--- config.mk ---
export PLATFORM = sky130hd
export DESIGN_NAME = arp_receive_filter_core
export DESIGN_NICKNAME = d
export VERILOG_FILES = /design/src/rtl/arf_pkg.sv /design/src/rtl/arp_receive_filter_core.sv /design/src/rtl/arf_front.sv /design/src/rtl/arf_queue.sv /design/src/rtl/arf_back.sv
export SDC_FILE = /design/constraint.sdc
export NUM_CORES = 1
export LEC_CHECK = 0
export ABC_AREA = 1
export BUFFER_PORTS_ARGS = -buffer_cell sky130_fd_sc_hd__buf_4
export CAP_MARGIN = 20
export CORE_MARGIN = 1
export CORE_UTILIZATION = 38
export DETAILED_ROUTE_END_ITERATION = 7
export SYNTH_ARGS = -nofsm -noshare
export SYNTH_HDL_FRONTEND = slang
export SYNTH_SLANG_ARGS = --single-unit
--- constraint.sdc ---
create_clock -name clk -period 7.25 [get_ports clk]
set_input_delay 1.45 -clock clk [delete_from_list [all_inputs] [get_ports clk]]
set_output_delay 1.45 -clock clk [all_outputs]
set_load 0.02 [all_outputs]
--- src/rtl/arf_pkg.sv ---
package arf_pkg;

    // frame layout
    localparam int MIN_FRAME = 42;
    localparam logic [5:0] MIN_FRAME_COUNT = 6'(MIN_FRAME);
    localparam logic [5:0] POS_SRC_FIRST = 6'd6;
    localparam logic [5:0] POS_SRC_LAST = 6'd11;
    localparam logic [5:0] POS_ETYPE_FIRST = 6'd12;
    localparam logic [5:0] POS_ETYPE_LAST = 6'd13;
    localparam logic [5:0] POS_HW_FIRST = 6'd14;
    localparam logic [5:0] POS_HW_LAST = 6'd15;
    localparam logic [5:0] POS_PROTO_FIRST = 6'd16;
    localparam logic [5:0] POS_PROTO_LAST = 6'd17;
    localparam logic [5:0] POS_HLEN = 6'd18;
    localparam logic [5:0] POS_PLEN = 6'd19;
    localparam logic [5:0] POS_OP_FIRST = 6'd20;
    localparam logic [5:0] POS_OP_LAST = 6'd21;
    localparam logic [5:0] POS_SHA_FIRST = 6'd22;
    localparam logic [5:0] POS_SHA_LAST = 6'd27;
    localparam logic [5:0] POS_SPA_FIRST = 6'd28;
    localparam logic [5:0] POS_SPA_LAST = 6'd31;
    localparam logic [5:0] POS_THA_FIRST = 6'd32;
    localparam logic [5:0] POS_THA_LAST = 6'd37;
    localparam logic [5:0] POS_TPA_FIRST = 6'd38;
    localparam logic [5:0] POS_TPA_LAST = 6'd41;

    // protocol constants
    localparam logic [15:0] ETHERTYPE_ARP = 16'h0806;
    localparam logic [15:0] PROTO_IPV4 = 16'h0800;
    localparam logic [15:0] HW_ETHER = 16'h0001;
    localparam logic [7:0] HLEN_ETHER = 8'd6;
    localparam logic [7:0] PLEN_IPV4 = 8'd4;

    // opcodes
    localparam logic [15:0] OP_ARP_REQUEST = 16'd1;
    localparam logic [15:0] OP_ARP_REPLY = 16'd2;
    localparam logic [15:0] OP_RARP_REQUEST = 16'd3;
    localparam logic [15:0] OP_RARP_REPLY = 16'd4;

    // awaited answer modes
    localparam logic [2:0] MODE_ARP_REPLY = 3'd1;
    localparam logic [2:0] MODE_ARP_REQUEST = 3'd2;
    localparam logic [2:0] MODE_RARP_REPLY = 3'd3;
    localparam logic [2:0] MODE_RARP_REQUEST = 3'd4;

    // mismatch flag bits
    localparam int FLAG_ETYPE = 0;
    localparam int FLAG_SRC = 1;
    localparam int FLAG_TPA = 2;
    localparam int FLAG_THA = 3;
    localparam int FLAG_HW = 4;
    localparam int FLAG_PROTO = 5;
    localparam int FLAG_LEN = 6;
    localparam int FLAG_W = 7;

    // configuration register indexes
    localparam int CFG_INDEX_W = 3;
    localparam int CFG_DATA_W = 48;
    localparam logic [2:0] CFG_MODE = 3'd0;
    localparam logic [2:0] CFG_SRC_FILTER_ENABLE = 3'd1;
    localparam logic [2:0] CFG_SRC_FILTER_MAC = 3'd2;
    localparam logic [2:0] CFG_KEEP_BROADCAST = 3'd3;
    localparam logic [2:0] CFG_OWN_IP = 3'd4;
    localparam logic [2:0] CFG_OWN_MAC = 3'd5;

    // queue between front and back
    localparam int QUEUE_DEPTH = 2;
    localparam int QPTR_W = $clog2(QUEUE_DEPTH);
    localparam int QCNT_W = QPTR_W + 1;

    typedef enum logic [2:0] {
        REASON_OK = 3'd0,
        REASON_SHORT = 3'd1,
        REASON_NOT_ARP = 3'd2,
        REASON_SOURCE = 3'd3,
        REASON_OPCODE = 3'd4,
        REASON_LAST_MAC = 3'd5,
        REASON_TARGET = 3'd6,
        REASON_FORMAT = 3'd7
    } reason_t;

    typedef struct packed {
        logic       func;
        logic [7:0] frame_byte;
        logic       last_byte;
    } in_item_t;

    typedef struct packed {
        logic        accepted;
        logic [2:0]  reject_reason;
        logic [47:0] sender_mac;
        logic [31:0] sender_ip;
    } out_item_t;

    typedef struct packed {
        logic [2:0]  mode;
        logic        src_filter_enable;
        logic [47:0] src_filter_mac;
        logic        keep_broadcast;
        logic [31:0] own_ip;
        logic [47:0] own_mac;
    } cfg_t;

    // register values after reset
    localparam cfg_t CFG_RESET = '{
        mode: MODE_ARP_REPLY,
        src_filter_enable: 1'b0,
        src_filter_mac: 48'd0,
        keep_broadcast: 1'b0,
        own_ip: 32'd0,
        own_mac: 48'd0
    };

    // one queued record: a finished frame or a forget event
    typedef struct packed {
        logic              is_forget;
        logic              short_frame;
        logic [FLAG_W-1:0] flags;
        logic [15:0]       opcode;
        logic [47:0]       sender_mac;
        logic [31:0]       sender_ip;
        logic [2:0]        mode;
        logic              src_filter_enable;
        logic              keep_broadcast;
    } rec_t;

    // byte k of a mac, k = 0 is the first byte on the wire
    function automatic logic [7:0] mac_byte(input logic [47:0] mac, input logic [2:0] k);
        logic [7:0] b;
        case (k)
            3'd0: b = mac[47:40];
            3'd1: b = mac[39:32];
            3'd2: b = mac[31:24];
            3'd3: b = mac[23:16];
            3'd4: b = mac[15:8];
            3'd5: b = mac[7:0];
            default: b = 8'd0;
        endcase
        return b;
    endfunction

    // byte k of an ipv4 address, k = 0 is the first byte on the wire
    function automatic logic [7:0] ip_byte(input logic [31:0] ip, input logic [1:0] k);
        logic [7:0] b;
        case (k)
            2'd0: b = ip[31:24];
            2'd1: b = ip[23:16];
            2'd2: b = ip[15:8];
            2'd3: b = ip[7:0];
            default: b = 8'd0;
        endcase
        return b;
    endfunction

endpackage

--- src/rtl/arp_receive_filter_core.sv ---
// ARP / RARP answer filter.
// item channel (item_valid/item_ready/item): one frame byte per item in wire
//   order, last_byte set on the final byte; func = 1 instead drops the last
//   learned sender MAC and carries no byte.
// result channel (result_valid/result_ready/result): one verdict per frame,
//   with the reject reason and the sender MAC/IP taken from the frame.
// cfg port (cfg_we/cfg_index/cfg_data): register writes, taken at once; the user
//   must write only while no frame is in flight, the block does not enforce it.
// Throughput: one item per cycle while the queue is not full. Per-byte checks
//   run in the front stage as each byte arrives; the verdict is formed in the
//   back stage from the queued frame summary.
// The frame summary is written into the queue when the last byte is accepted,
//   then loaded into the output register, which raises result_valid.
// A stalled result_ready holds the result; the front keeps taking bytes until
//   the 2-entry queue of frame records fills, then item_ready drops.
// Reset: mode = ARP reply, other registers zero, no learned MAC, queue and
//   output empty; item_ready is high as soon as reset is released.
module arp_receive_filter_core (
    input  logic                                clk,
    input  logic                                rst_n,
    input  logic                                item_valid,
    output logic                                item_ready,
    input  arf_pkg::in_item_t                   item,
    output logic                                result_valid,
    input  logic                                result_ready,
    output arf_pkg::out_item_t                  result,
    input  logic                                cfg_we,
    input  logic [arf_pkg::CFG_INDEX_W-1:0]     cfg_index,
    input  logic [arf_pkg::CFG_DATA_W-1:0]      cfg_data
);
    import arf_pkg::*;

    cfg_t cfg_reg, cfg_next;
    logic push, queue_full, pop, rec_valid;
    rec_t push_rec, pop_rec;

    // configuration registers
    always_comb
    begin
        cfg_next = cfg_reg;
        if (cfg_we)
        begin
            case (cfg_index)
                CFG_MODE:              cfg_next.mode = cfg_data[2:0];
                CFG_SRC_FILTER_ENABLE: cfg_next.src_filter_enable = cfg_data[0];
                CFG_SRC_FILTER_MAC:    cfg_next.src_filter_mac = cfg_data[47:0];
                CFG_KEEP_BROADCAST:    cfg_next.keep_broadcast = cfg_data[0];
                CFG_OWN_IP:            cfg_next.own_ip = cfg_data[31:0];
                CFG_OWN_MAC:           cfg_next.own_mac = cfg_data[47:0];
                default:               cfg_next = cfg_reg;
            endcase
        end
    end

    always_ff @(posedge clk or negedge rst_n)
    begin
        if (!rst_n)
        begin
            cfg_reg <= CFG_RESET;
        end
        else
        begin
            cfg_reg <= cfg_next;
        end
    end

    // byte checks and frame capture
    arf_front u_front (
        .clk        (clk),
        .rst_n      (rst_n),
        .item_valid (item_valid),
        .item_ready (item_ready),
        .item       (item),
        .cfg        (cfg_reg),
        .push       (push),
        .push_rec   (push_rec),
        .queue_full (queue_full)
    );

    // frame summaries and forget events in order
    arf_queue u_queue (
        .clk       (clk),
        .rst_n     (rst_n),
        .push      (push),
        .push_rec  (push_rec),
        .full      (queue_full),
        .pop       (pop),
        .pop_valid (rec_valid),
        .pop_rec   (pop_rec)
    );

    // verdict, learned MAC and output register
    arf_back u_back (
        .clk          (clk),
        .rst_n        (rst_n),
        .rec_valid    (rec_valid),
        .rec          (pop_rec),
        .pop          (pop),
        .result_valid (result_valid),
        .result_ready (result_ready),
        .result       (result)
    );

endmodule

--- src/rtl/arf_front.sv ---
module arf_front (
    input  logic              clk,
    input  logic              rst_n,
    input  logic              item_valid,
    output logic              item_ready,
    input  arf_pkg::in_item_t item,
    input  arf_pkg::cfg_t     cfg,
    output logic              push,
    output arf_pkg::rec_t     push_rec,
    input  logic              queue_full
);
    import arf_pkg::*;

    logic [5:0]        count_reg, count_next;
    logic [FLAG_W-1:0] flags_reg, flags_next;
    logic [15:0]       opcode_reg, opcode_next;
    logic [47:0]       mac_reg, mac_next;
    logic [31:0]       ip_reg, ip_next;

    logic [5:0]        count_upd;
    logic [FLAG_W-1:0] flags_upd;
    logic [15:0]       opcode_upd;
    logic [47:0]       mac_upd;
    logic [31:0]       ip_upd;
    logic              take;
    logic              accept;
    logic [5:0]        pos;
    logic [5:0]        off_src, off_tha, off_tpa;
    logic [7:0]        b;

    assign item_ready = !queue_full;
    assign accept = item_valid && item_ready;
    assign push = accept && (item.func || item.last_byte);

    // per-byte compare against the field at this offset
    always_comb
    begin
        pos = count_reg;
        b = item.frame_byte;
        take = (count_reg < MIN_FRAME_COUNT);
        off_src = pos - POS_SRC_FIRST;
        off_tha = pos - POS_THA_FIRST;
        off_tpa = pos - POS_TPA_FIRST;
        flags_upd = flags_reg;
        opcode_upd = opcode_reg;
        mac_upd = mac_reg;
        ip_upd = ip_reg;
        count_upd = take ? count_reg + 6'd1 : count_reg;
        if (take)
        begin
            if (pos >= POS_SRC_FIRST && pos <= POS_SRC_LAST)
            begin
                if (b != mac_byte(cfg.src_filter_mac, off_src[2:0]))
                    flags_upd[FLAG_SRC] = 1'b1;
            end
            else if (pos >= POS_ETYPE_FIRST && pos <= POS_ETYPE_LAST)
            begin
                if (b != (pos[0] ? ETHERTYPE_ARP[7:0] : ETHERTYPE_ARP[15:8]))
                    flags_upd[FLAG_ETYPE] = 1'b1;
            end
            else if (pos >= POS_HW_FIRST && pos <= POS_HW_LAST)
            begin
                if (b != (pos[0] ? HW_ETHER[7:0] : HW_ETHER[15:8]))
                    flags_upd[FLAG_HW] = 1'b1;
            end
            else if (pos >= POS_PROTO_FIRST && pos <= POS_PROTO_LAST)
            begin
                if (b != (pos[0] ? PROTO_IPV4[7:0] : PROTO_IPV4[15:8]))
                    flags_upd[FLAG_PROTO] = 1'b1;
            end
            else if (pos == POS_HLEN)
            begin
                if (b != HLEN_ETHER)
                    flags_upd[FLAG_LEN] = 1'b1;
            end
            else if (pos == POS_PLEN)
            begin
                if (b != PLEN_IPV4)
                    flags_upd[FLAG_LEN] = 1'b1;
            end
            else if (pos >= POS_OP_FIRST && pos <= POS_OP_LAST)
            begin
                opcode_upd = {opcode_reg[7:0], b};
            end
            else if (pos >= POS_SHA_FIRST && pos <= POS_SHA_LAST)
            begin
                mac_upd = {mac_reg[39:0], b};
            end
            else if (pos >= POS_SPA_FIRST && pos <= POS_SPA_LAST)
            begin
                ip_upd = {ip_reg[23:0], b};
            end
            else if (pos >= POS_THA_FIRST && pos <= POS_THA_LAST)
            begin
                if (b != mac_byte(cfg.own_mac, off_tha[2:0]))
                    flags_upd[FLAG_THA] = 1'b1;
            end
            else if (pos >= POS_TPA_FIRST && pos <= POS_TPA_LAST)
            begin
                if (b != ip_byte(cfg.own_ip, off_tpa[1:0]))
                    flags_upd[FLAG_TPA] = 1'b1;
            end
        end
    end

    // record handed to the back part
    always_comb
    begin
        push_rec.is_forget = item.func;
        push_rec.short_frame = (count_upd < MIN_FRAME_COUNT);
        push_rec.flags = flags_upd;
        push_rec.opcode = opcode_upd;
        push_rec.sender_mac = mac_upd;
        push_rec.sender_ip = ip_upd;
        push_rec.mode = cfg.mode;
        push_rec.src_filter_enable = cfg.src_filter_enable;
        push_rec.keep_broadcast = cfg.keep_broadcast;
    end

    // frame state: advance on a byte, clear after the last one
    always_comb
    begin
        count_next = count_reg;
        flags_next = flags_reg;
        opcode_next = opcode_reg;
        mac_next = mac_reg;
        ip_next = ip_reg;
        if (accept && !item.func)
        begin
            if (item.last_byte)
            begin
                count_next = '0;
                flags_next = '0;
                opcode_next = '0;
                mac_next = '0;
                ip_next = '0;
            end
            else
            begin
                count_next = count_upd;
                flags_next = flags_upd;
                opcode_next = opcode_upd;
                mac_next = mac_upd;
                ip_next = ip_upd;
            end
        end
    end

    always_ff @(posedge clk or negedge rst_n)
    begin
        if (!rst_n)
        begin
            count_reg <= '0;
            flags_reg <= '0;
            opcode_reg <= '0;
            mac_reg <= '0;
            ip_reg <= '0;
        end
        else
        begin
            count_reg <= count_next;
            flags_reg <= flags_next;
            opcode_reg <= opcode_next;
            mac_reg <= mac_next;
            ip_reg <= ip_next;
        end
    end

endmodule

--- src/rtl/arf_queue.sv ---
module arf_queue (
    input  logic          clk,
    input  logic          rst_n,
    input  logic          push,
    input  arf_pkg::rec_t push_rec,
    output logic          full,
    input  logic          pop,
    output logic          pop_valid,
    output arf_pkg::rec_t pop_rec
);
    import arf_pkg::*;

    rec_t              entry_reg [QUEUE_DEPTH];
    logic [QPTR_W-1:0] wr_ptr_reg, wr_ptr_next;
    logic [QPTR_W-1:0] rd_ptr_reg, rd_ptr_next;
    logic [QCNT_W-1:0] count_reg, count_next;
    logic              do_push, do_pop;

    assign full = (count_reg == QCNT_W'(QUEUE_DEPTH));
    assign pop_valid = (count_reg != '0);
    assign pop_rec = entry_reg[rd_ptr_reg];
    assign do_push = push && !full;
    assign do_pop = pop && pop_valid;

    // pointer and fill bookkeeping
    always_comb
    begin
        wr_ptr_next = do_push ? wr_ptr_reg + 1'b1 : wr_ptr_reg;
        rd_ptr_next = do_pop ? rd_ptr_reg + 1'b1 : rd_ptr_reg;
        count_next = count_reg;
        if (do_push && !do_pop)
            count_next = count_reg + 1'b1;
        else if (do_pop && !do_push)
            count_next = count_reg - 1'b1;
    end

    always_ff @(posedge clk or negedge rst_n)
    begin
        if (!rst_n)
        begin
            wr_ptr_reg <= '0;
            rd_ptr_reg <= '0;
            count_reg <= '0;
        end
        else
        begin
            wr_ptr_reg <= wr_ptr_next;
            rd_ptr_reg <= rd_ptr_next;
            count_reg <= count_next;
        end
    end

    // entry storage
    always_ff @(posedge clk)
    begin
        if (do_push)
            entry_reg[wr_ptr_reg] <= push_rec;
    end

endmodule

--- src/rtl/arf_back.sv ---
module arf_back (
    input  logic               clk,
    input  logic               rst_n,
    input  logic               rec_valid,
    input  arf_pkg::rec_t      rec,
    output logic               pop,
    output logic               result_valid,
    input  logic               result_ready,
    output arf_pkg::out_item_t result
);
    import arf_pkg::*;

    logic [47:0] learned_mac_reg, learned_mac_next;
    logic        learned_valid_reg, learned_valid_next;
    logic        result_valid_reg, result_valid_next;
    out_item_t   result_reg, result_next;
    reason_t     reason;
    logic        op_range_ok;
    logic        last_mac_bad;

    assign pop = rec_valid && (!result_valid_reg || result_ready);
    assign result_valid = result_valid_reg;
    assign result = result_reg;

    // verdict in priority order
    always_comb
    begin
        op_range_ok = (rec.opcode >= OP_ARP_REQUEST) && (rec.opcode <= OP_RARP_REPLY);
        last_mac_bad = !rec.keep_broadcast && learned_valid_reg
                       && (rec.sender_mac != learned_mac_reg);
        reason = REASON_OK;
        if (rec.short_frame)
            reason = REASON_SHORT;
        else if (rec.flags[FLAG_ETYPE])
            reason = REASON_NOT_ARP;
        else if (rec.src_filter_enable && rec.flags[FLAG_SRC])
            reason = REASON_SOURCE;
        else if (!op_range_ok)
            reason = REASON_OPCODE;
        else
        begin
            case (rec.mode)
                MODE_ARP_REPLY:
                begin
                    if (rec.opcode != OP_ARP_REPLY)
                        reason = REASON_OPCODE;
                    else if (last_mac_bad)
                        reason = REASON_LAST_MAC;
                    else if (rec.flags[FLAG_TPA])
                        reason = REASON_TARGET;
                end
                MODE_ARP_REQUEST:
                begin
                    if (rec.opcode != OP_ARP_REQUEST)
                        reason = REASON_OPCODE;
                    else if (rec.flags[FLAG_TPA])
                        reason = REASON_TARGET;
                end
                MODE_RARP_REPLY:
                begin
                    if (rec.opcode != OP_RARP_REPLY)
                        reason = REASON_OPCODE;
                    else if (rec.flags[FLAG_THA])
                        reason = REASON_TARGET;
                end
                MODE_RARP_REQUEST:
                begin
                    if (rec.opcode != OP_RARP_REQUEST)
                        reason = REASON_OPCODE;
                    else if (rec.flags[FLAG_TPA])
                        reason = REASON_TARGET;
                end
                default:
                begin
                    reason = REASON_OK;
                end
            endcase
            if (reason == REASON_OK
                && (rec.flags[FLAG_HW] || rec.flags[FLAG_PROTO] || rec.flags[FLAG_LEN]))
                reason = REASON_FORMAT;
        end
    end

    // output register and learned sender state
    always_comb
    begin
        result_valid_next = result_valid_reg;
        result_next = result_reg;
        learned_mac_next = learned_mac_reg;
        learned_valid_next = learned_valid_reg;
        if (result_valid_reg && result_ready)
            result_valid_next = 1'b0;
        if (pop)
        begin
            if (rec.is_forget)
            begin
                learned_valid_next = 1'b0;
            end
            else
            begin
                result_valid_next = 1'b1;
                result_next.accepted = (reason == REASON_OK);
                result_next.reject_reason = reason;
                result_next.sender_mac = rec.short_frame ? 48'd0 : rec.sender_mac;
                result_next.sender_ip = rec.short_frame ? 32'd0 : rec.sender_ip;
                if (reason == REASON_OK)
                begin
                    learned_mac_next = rec.sender_mac;
                    learned_valid_next = 1'b1;
                end
            end
        end
    end

    always_ff @(posedge clk or negedge rst_n)
    begin
        if (!rst_n)
        begin
            result_valid_reg <= 1'b0;
            learned_valid_reg <= 1'b0;
            learned_mac_reg <= '0;
        end
        else
        begin
            result_valid_reg <= result_valid_next;
            learned_valid_reg <= learned_valid_next;
            learned_mac_reg <= learned_mac_next;
        end
    end

    always_ff @(posedge clk)
    begin
        result_reg <= result_next;
    end

endmodule

==> flow_summary.toml <==
[sta]
setup-violations-final = 0
min_period_ps = 5110
slew_viol_final = 0
rsz0062_at_grt = "no"
min_period_over_period = 0.705
final_hold_viol_count = 0
slew_headroom = 0.300
setup_tns_ps = 0
worstMarginPinSlew_ps = 1050
skew_ps = 33.2
max_freq_mhz = 196

[power]
power_density_nw_per_um2 = 397
leakage_nw = 15.2
max-vdd-ir-drop_uv = 190
total_power_mw = 12.2

[logic_synthesis]
syn_area_sq_um = 26600
synth_area_leaders = "edfxtp_1 34%, dfrtp_1 28%, nand2_1 12%, inv_1 6.4%, o21ai_0 4.9%"
syn_area_per_cell_sq_um = 9.27
syn-num-nets = 2944
synth_top_area_share = 0.343
yosysSeqAreaShare = 0.622
syn_inst = 2868
synth-seq-cells = 600
synthArstFlopShare = 0.493
synth-edff-count = 304
yosys_warnings = 0
synth_top_area_cell = "edfxtp_1"
synthFlopType = "edfxtp_1"
ys_types = 46

[clock_network]
cts_tree = "built"
clk_pin_slew_worst_paths_ps = 60
worst_skew_pair.late_latency_ps = 610
post_cts_resized = 0
ctsHoldBuffers = 0
root_buffer = "clkbuf_16"
cts_buffers = 66
cts_max_level = 3
cts_buffer_depth = 3
post_cts_buffers = 0
clock_sinks = 600

[worst_setup_path]
slowest_stage = "dfrtp_4"
path_common_cell = "nand2_1"
cpPeakStageDelay_ps = 800
worstSetupEndpointType = "register"
cp_max_fo = 60
required_ps = 7780
cp_top_family = "buffers and inverters"
worstSetupPathType = "reg2reg"
critPathLaunchType = "register"
cp.arrival_ps = 5640
critPathBufInv = 5

[floorplan]
core_sq_um = 68900
rows = 96
initial_core_util = 0.386
die_y_microns = 267
die_area_sq_um = 71000
io_pins = 152
die-width_microns = 267

[route]
routed-via-count = 19300
dr.pass1.iters = 6
vias_per_cell = 4.87
totalWireLength_mm = 67.3
antenna_left = 0
avgRoutedWirePerCell_microns = 17.0
drt_iter0_drc = 1769
drc = 0

[worst_hold_path]
min_path_type = "reg2reg"

[finish]
area_growth_pct = 15.6
drive_gt1_frac = 0.0972
fillerInstances = 6626
final_nets = 3048
largest_register_ffs = 220

[run]
maxCapViolations = 0

[global_routing]
grtUsageTotal = 0.192
top_usage_layer = "met2"
grt_pass1_wl_mm = 105
grt_use_met3 = 0.0254
gr-usage-met1 = 0.269
grt_remaining_overflow = 0
use_met2 = 0.311
grt_max_degree = 138
grt_pass1_vias = 18100
antenna_found_initial = 1

[placement]
place.gp.congestion = 0.822
hpwl_mm = 42.5
portBuffers = 151

[outcome]
status = "complete, no violations"
kinds of logic (layout without fill, tap and decap cells):
logic type | after synthesis | after routing | share of synthesized area
AND/OR/NAND/NOR | 1186 | 1186 | 0.185
AO/OA/AOI/OAI | 438 | 438 | 0.0904
XOR/XNOR | 29 | 29 | 0.00955
flip-flops | 600 | 600 | 0.622
multiplexers | 4 | 4 | 0.00151
buffers and inverters | 601 | 757 | 0.0870
other | 0 | 1 | 0
adder cells (fa/ha/maj) | 10 | 10 | 0.00470
worst reg2reg max path, cell delays in order (launching register included):
cell and delay, ps:
dfrtp_4 800, clkinv_2 740, buf_4 580, nand2_1 230, nand2_1 140, nand2_1 90, nand2_1 60, inv_1 50
nand2_1 50, nor2_1 120, nand2_1 70, nor2_1 80, nand3_1 140, nand2_1 120, nand2_1 50, nand2_1 70
nand3_1 90, nand3_1 80, nand2_1 70, nand2_1 120, nor2_4 40, buf_4 330, nand3_2 160, buf_4 520
nand2_1 140, nand2_1 90
metrics by stage:
step / hold WS (ps) / utilization / setup WS (ps) / cells / area, sq um
after floorplan: 442 / - / 263 / 2868 / 26600
after global placement: 463 / 0.414 / 2140 / 3834 / 28600
after detailed placement: 468 / 0.414 / 2040 / 3834 / 28600
after CTS: 482 / 0.446 / 2040 / 3954 / 30700
after global routing: 508 / 0.446 / 1630 / 3955 / 30800
final: 481 / 0.446 / 2140 / 3956 / 30800
Yosys cell counts (13+ instances only):
| master | number |
|---|---|
| nand2_1 | 854 |
| nand3_1 | 118 |
| xor2_1 | 21 |
| inv_1 | 451 |
| nor2_1 | 95 |
| edfxtp_1 | 304 |
| dfrtp_1 | 295 |
| buf_2 | 13 |
| clkbuf_1 | 113 |
| nor3_1 | 15 |
| o21ai_0 | 260 |
| nand3b_1 | 27 |
| a21oi_1 | 46 |
| nand4_1 | 62 |
| o22ai_1 | 101 |
path summary, 6_finish.rpt:
check / startpoint / end / slack [ps] / depth (start not counted)
worst max-delay path: u_queue.rd_ptr_reg / u_back.learned_mac_reg[12] / 2140 / 25
max in group asynchronous: rst_n / u_front.ip_reg[14] / 4910 / 2
worst min-delay path: cfg_reg[42] / cfg_reg[42] / 480 / 2
worst max register to register: u_queue.rd_ptr_reg / u_back.learned_mac_reg[12] / 2140 / 25
worst min register to register: cfg_reg[42] / cfg_reg[42] / 480 / 2
min in group asynchronous: rst_n / u_back.result_valid / 850 / 1
routing by layer:
metal | share of wire | wire length [microns]
met1 | 0.46 | 30900
met2 | 0.47 | 31600
met3 | 0.050 | 3340
met4 | 0.022 | 1490
met5 | 0 | 0
cell usage in the layout (no fill, tap or decap), types with 68 or more instances in the layout:
master / synthesis / routed
buf_4: 7 / 174
clkbuf_16: 0 / 68
dfrtp_1: 295 / 294
edfxtp_1: 304 / 304
inv_1: 451 / 449
nand2_1: 854 / 852
nand3_1: 118 / 116
nor2_1: 95 / 92
o21ai_0: 260 / 260
o22ai_1: 101 / 101
where the power goes:
group          switching [mW]  total (mW)  internal (mW)
clock                    1.37        3.37           1.99
sequential              0.471        5.12           4.65
combinational            2.57        3.71           1.15
cell type report:
cell class / instances / area [sq um] / share of cell area
clock buffers: 92 / 1830 / 0.0596
flip-flops and latches: 600 / 16500 / 0.538
multi-input cells: 1667 / 7800 / 0.254
repair buffers: 177 / 1350 / 0.0440
clock inverters: 28 / 333 / 0.0108
inverters: 460 / 1730 / 0.0563
well taps: 931 / 1160 / 0.0379
diodes: 1 / 2.50 / 0.0000814
Power figures use the tool's default switching activity.
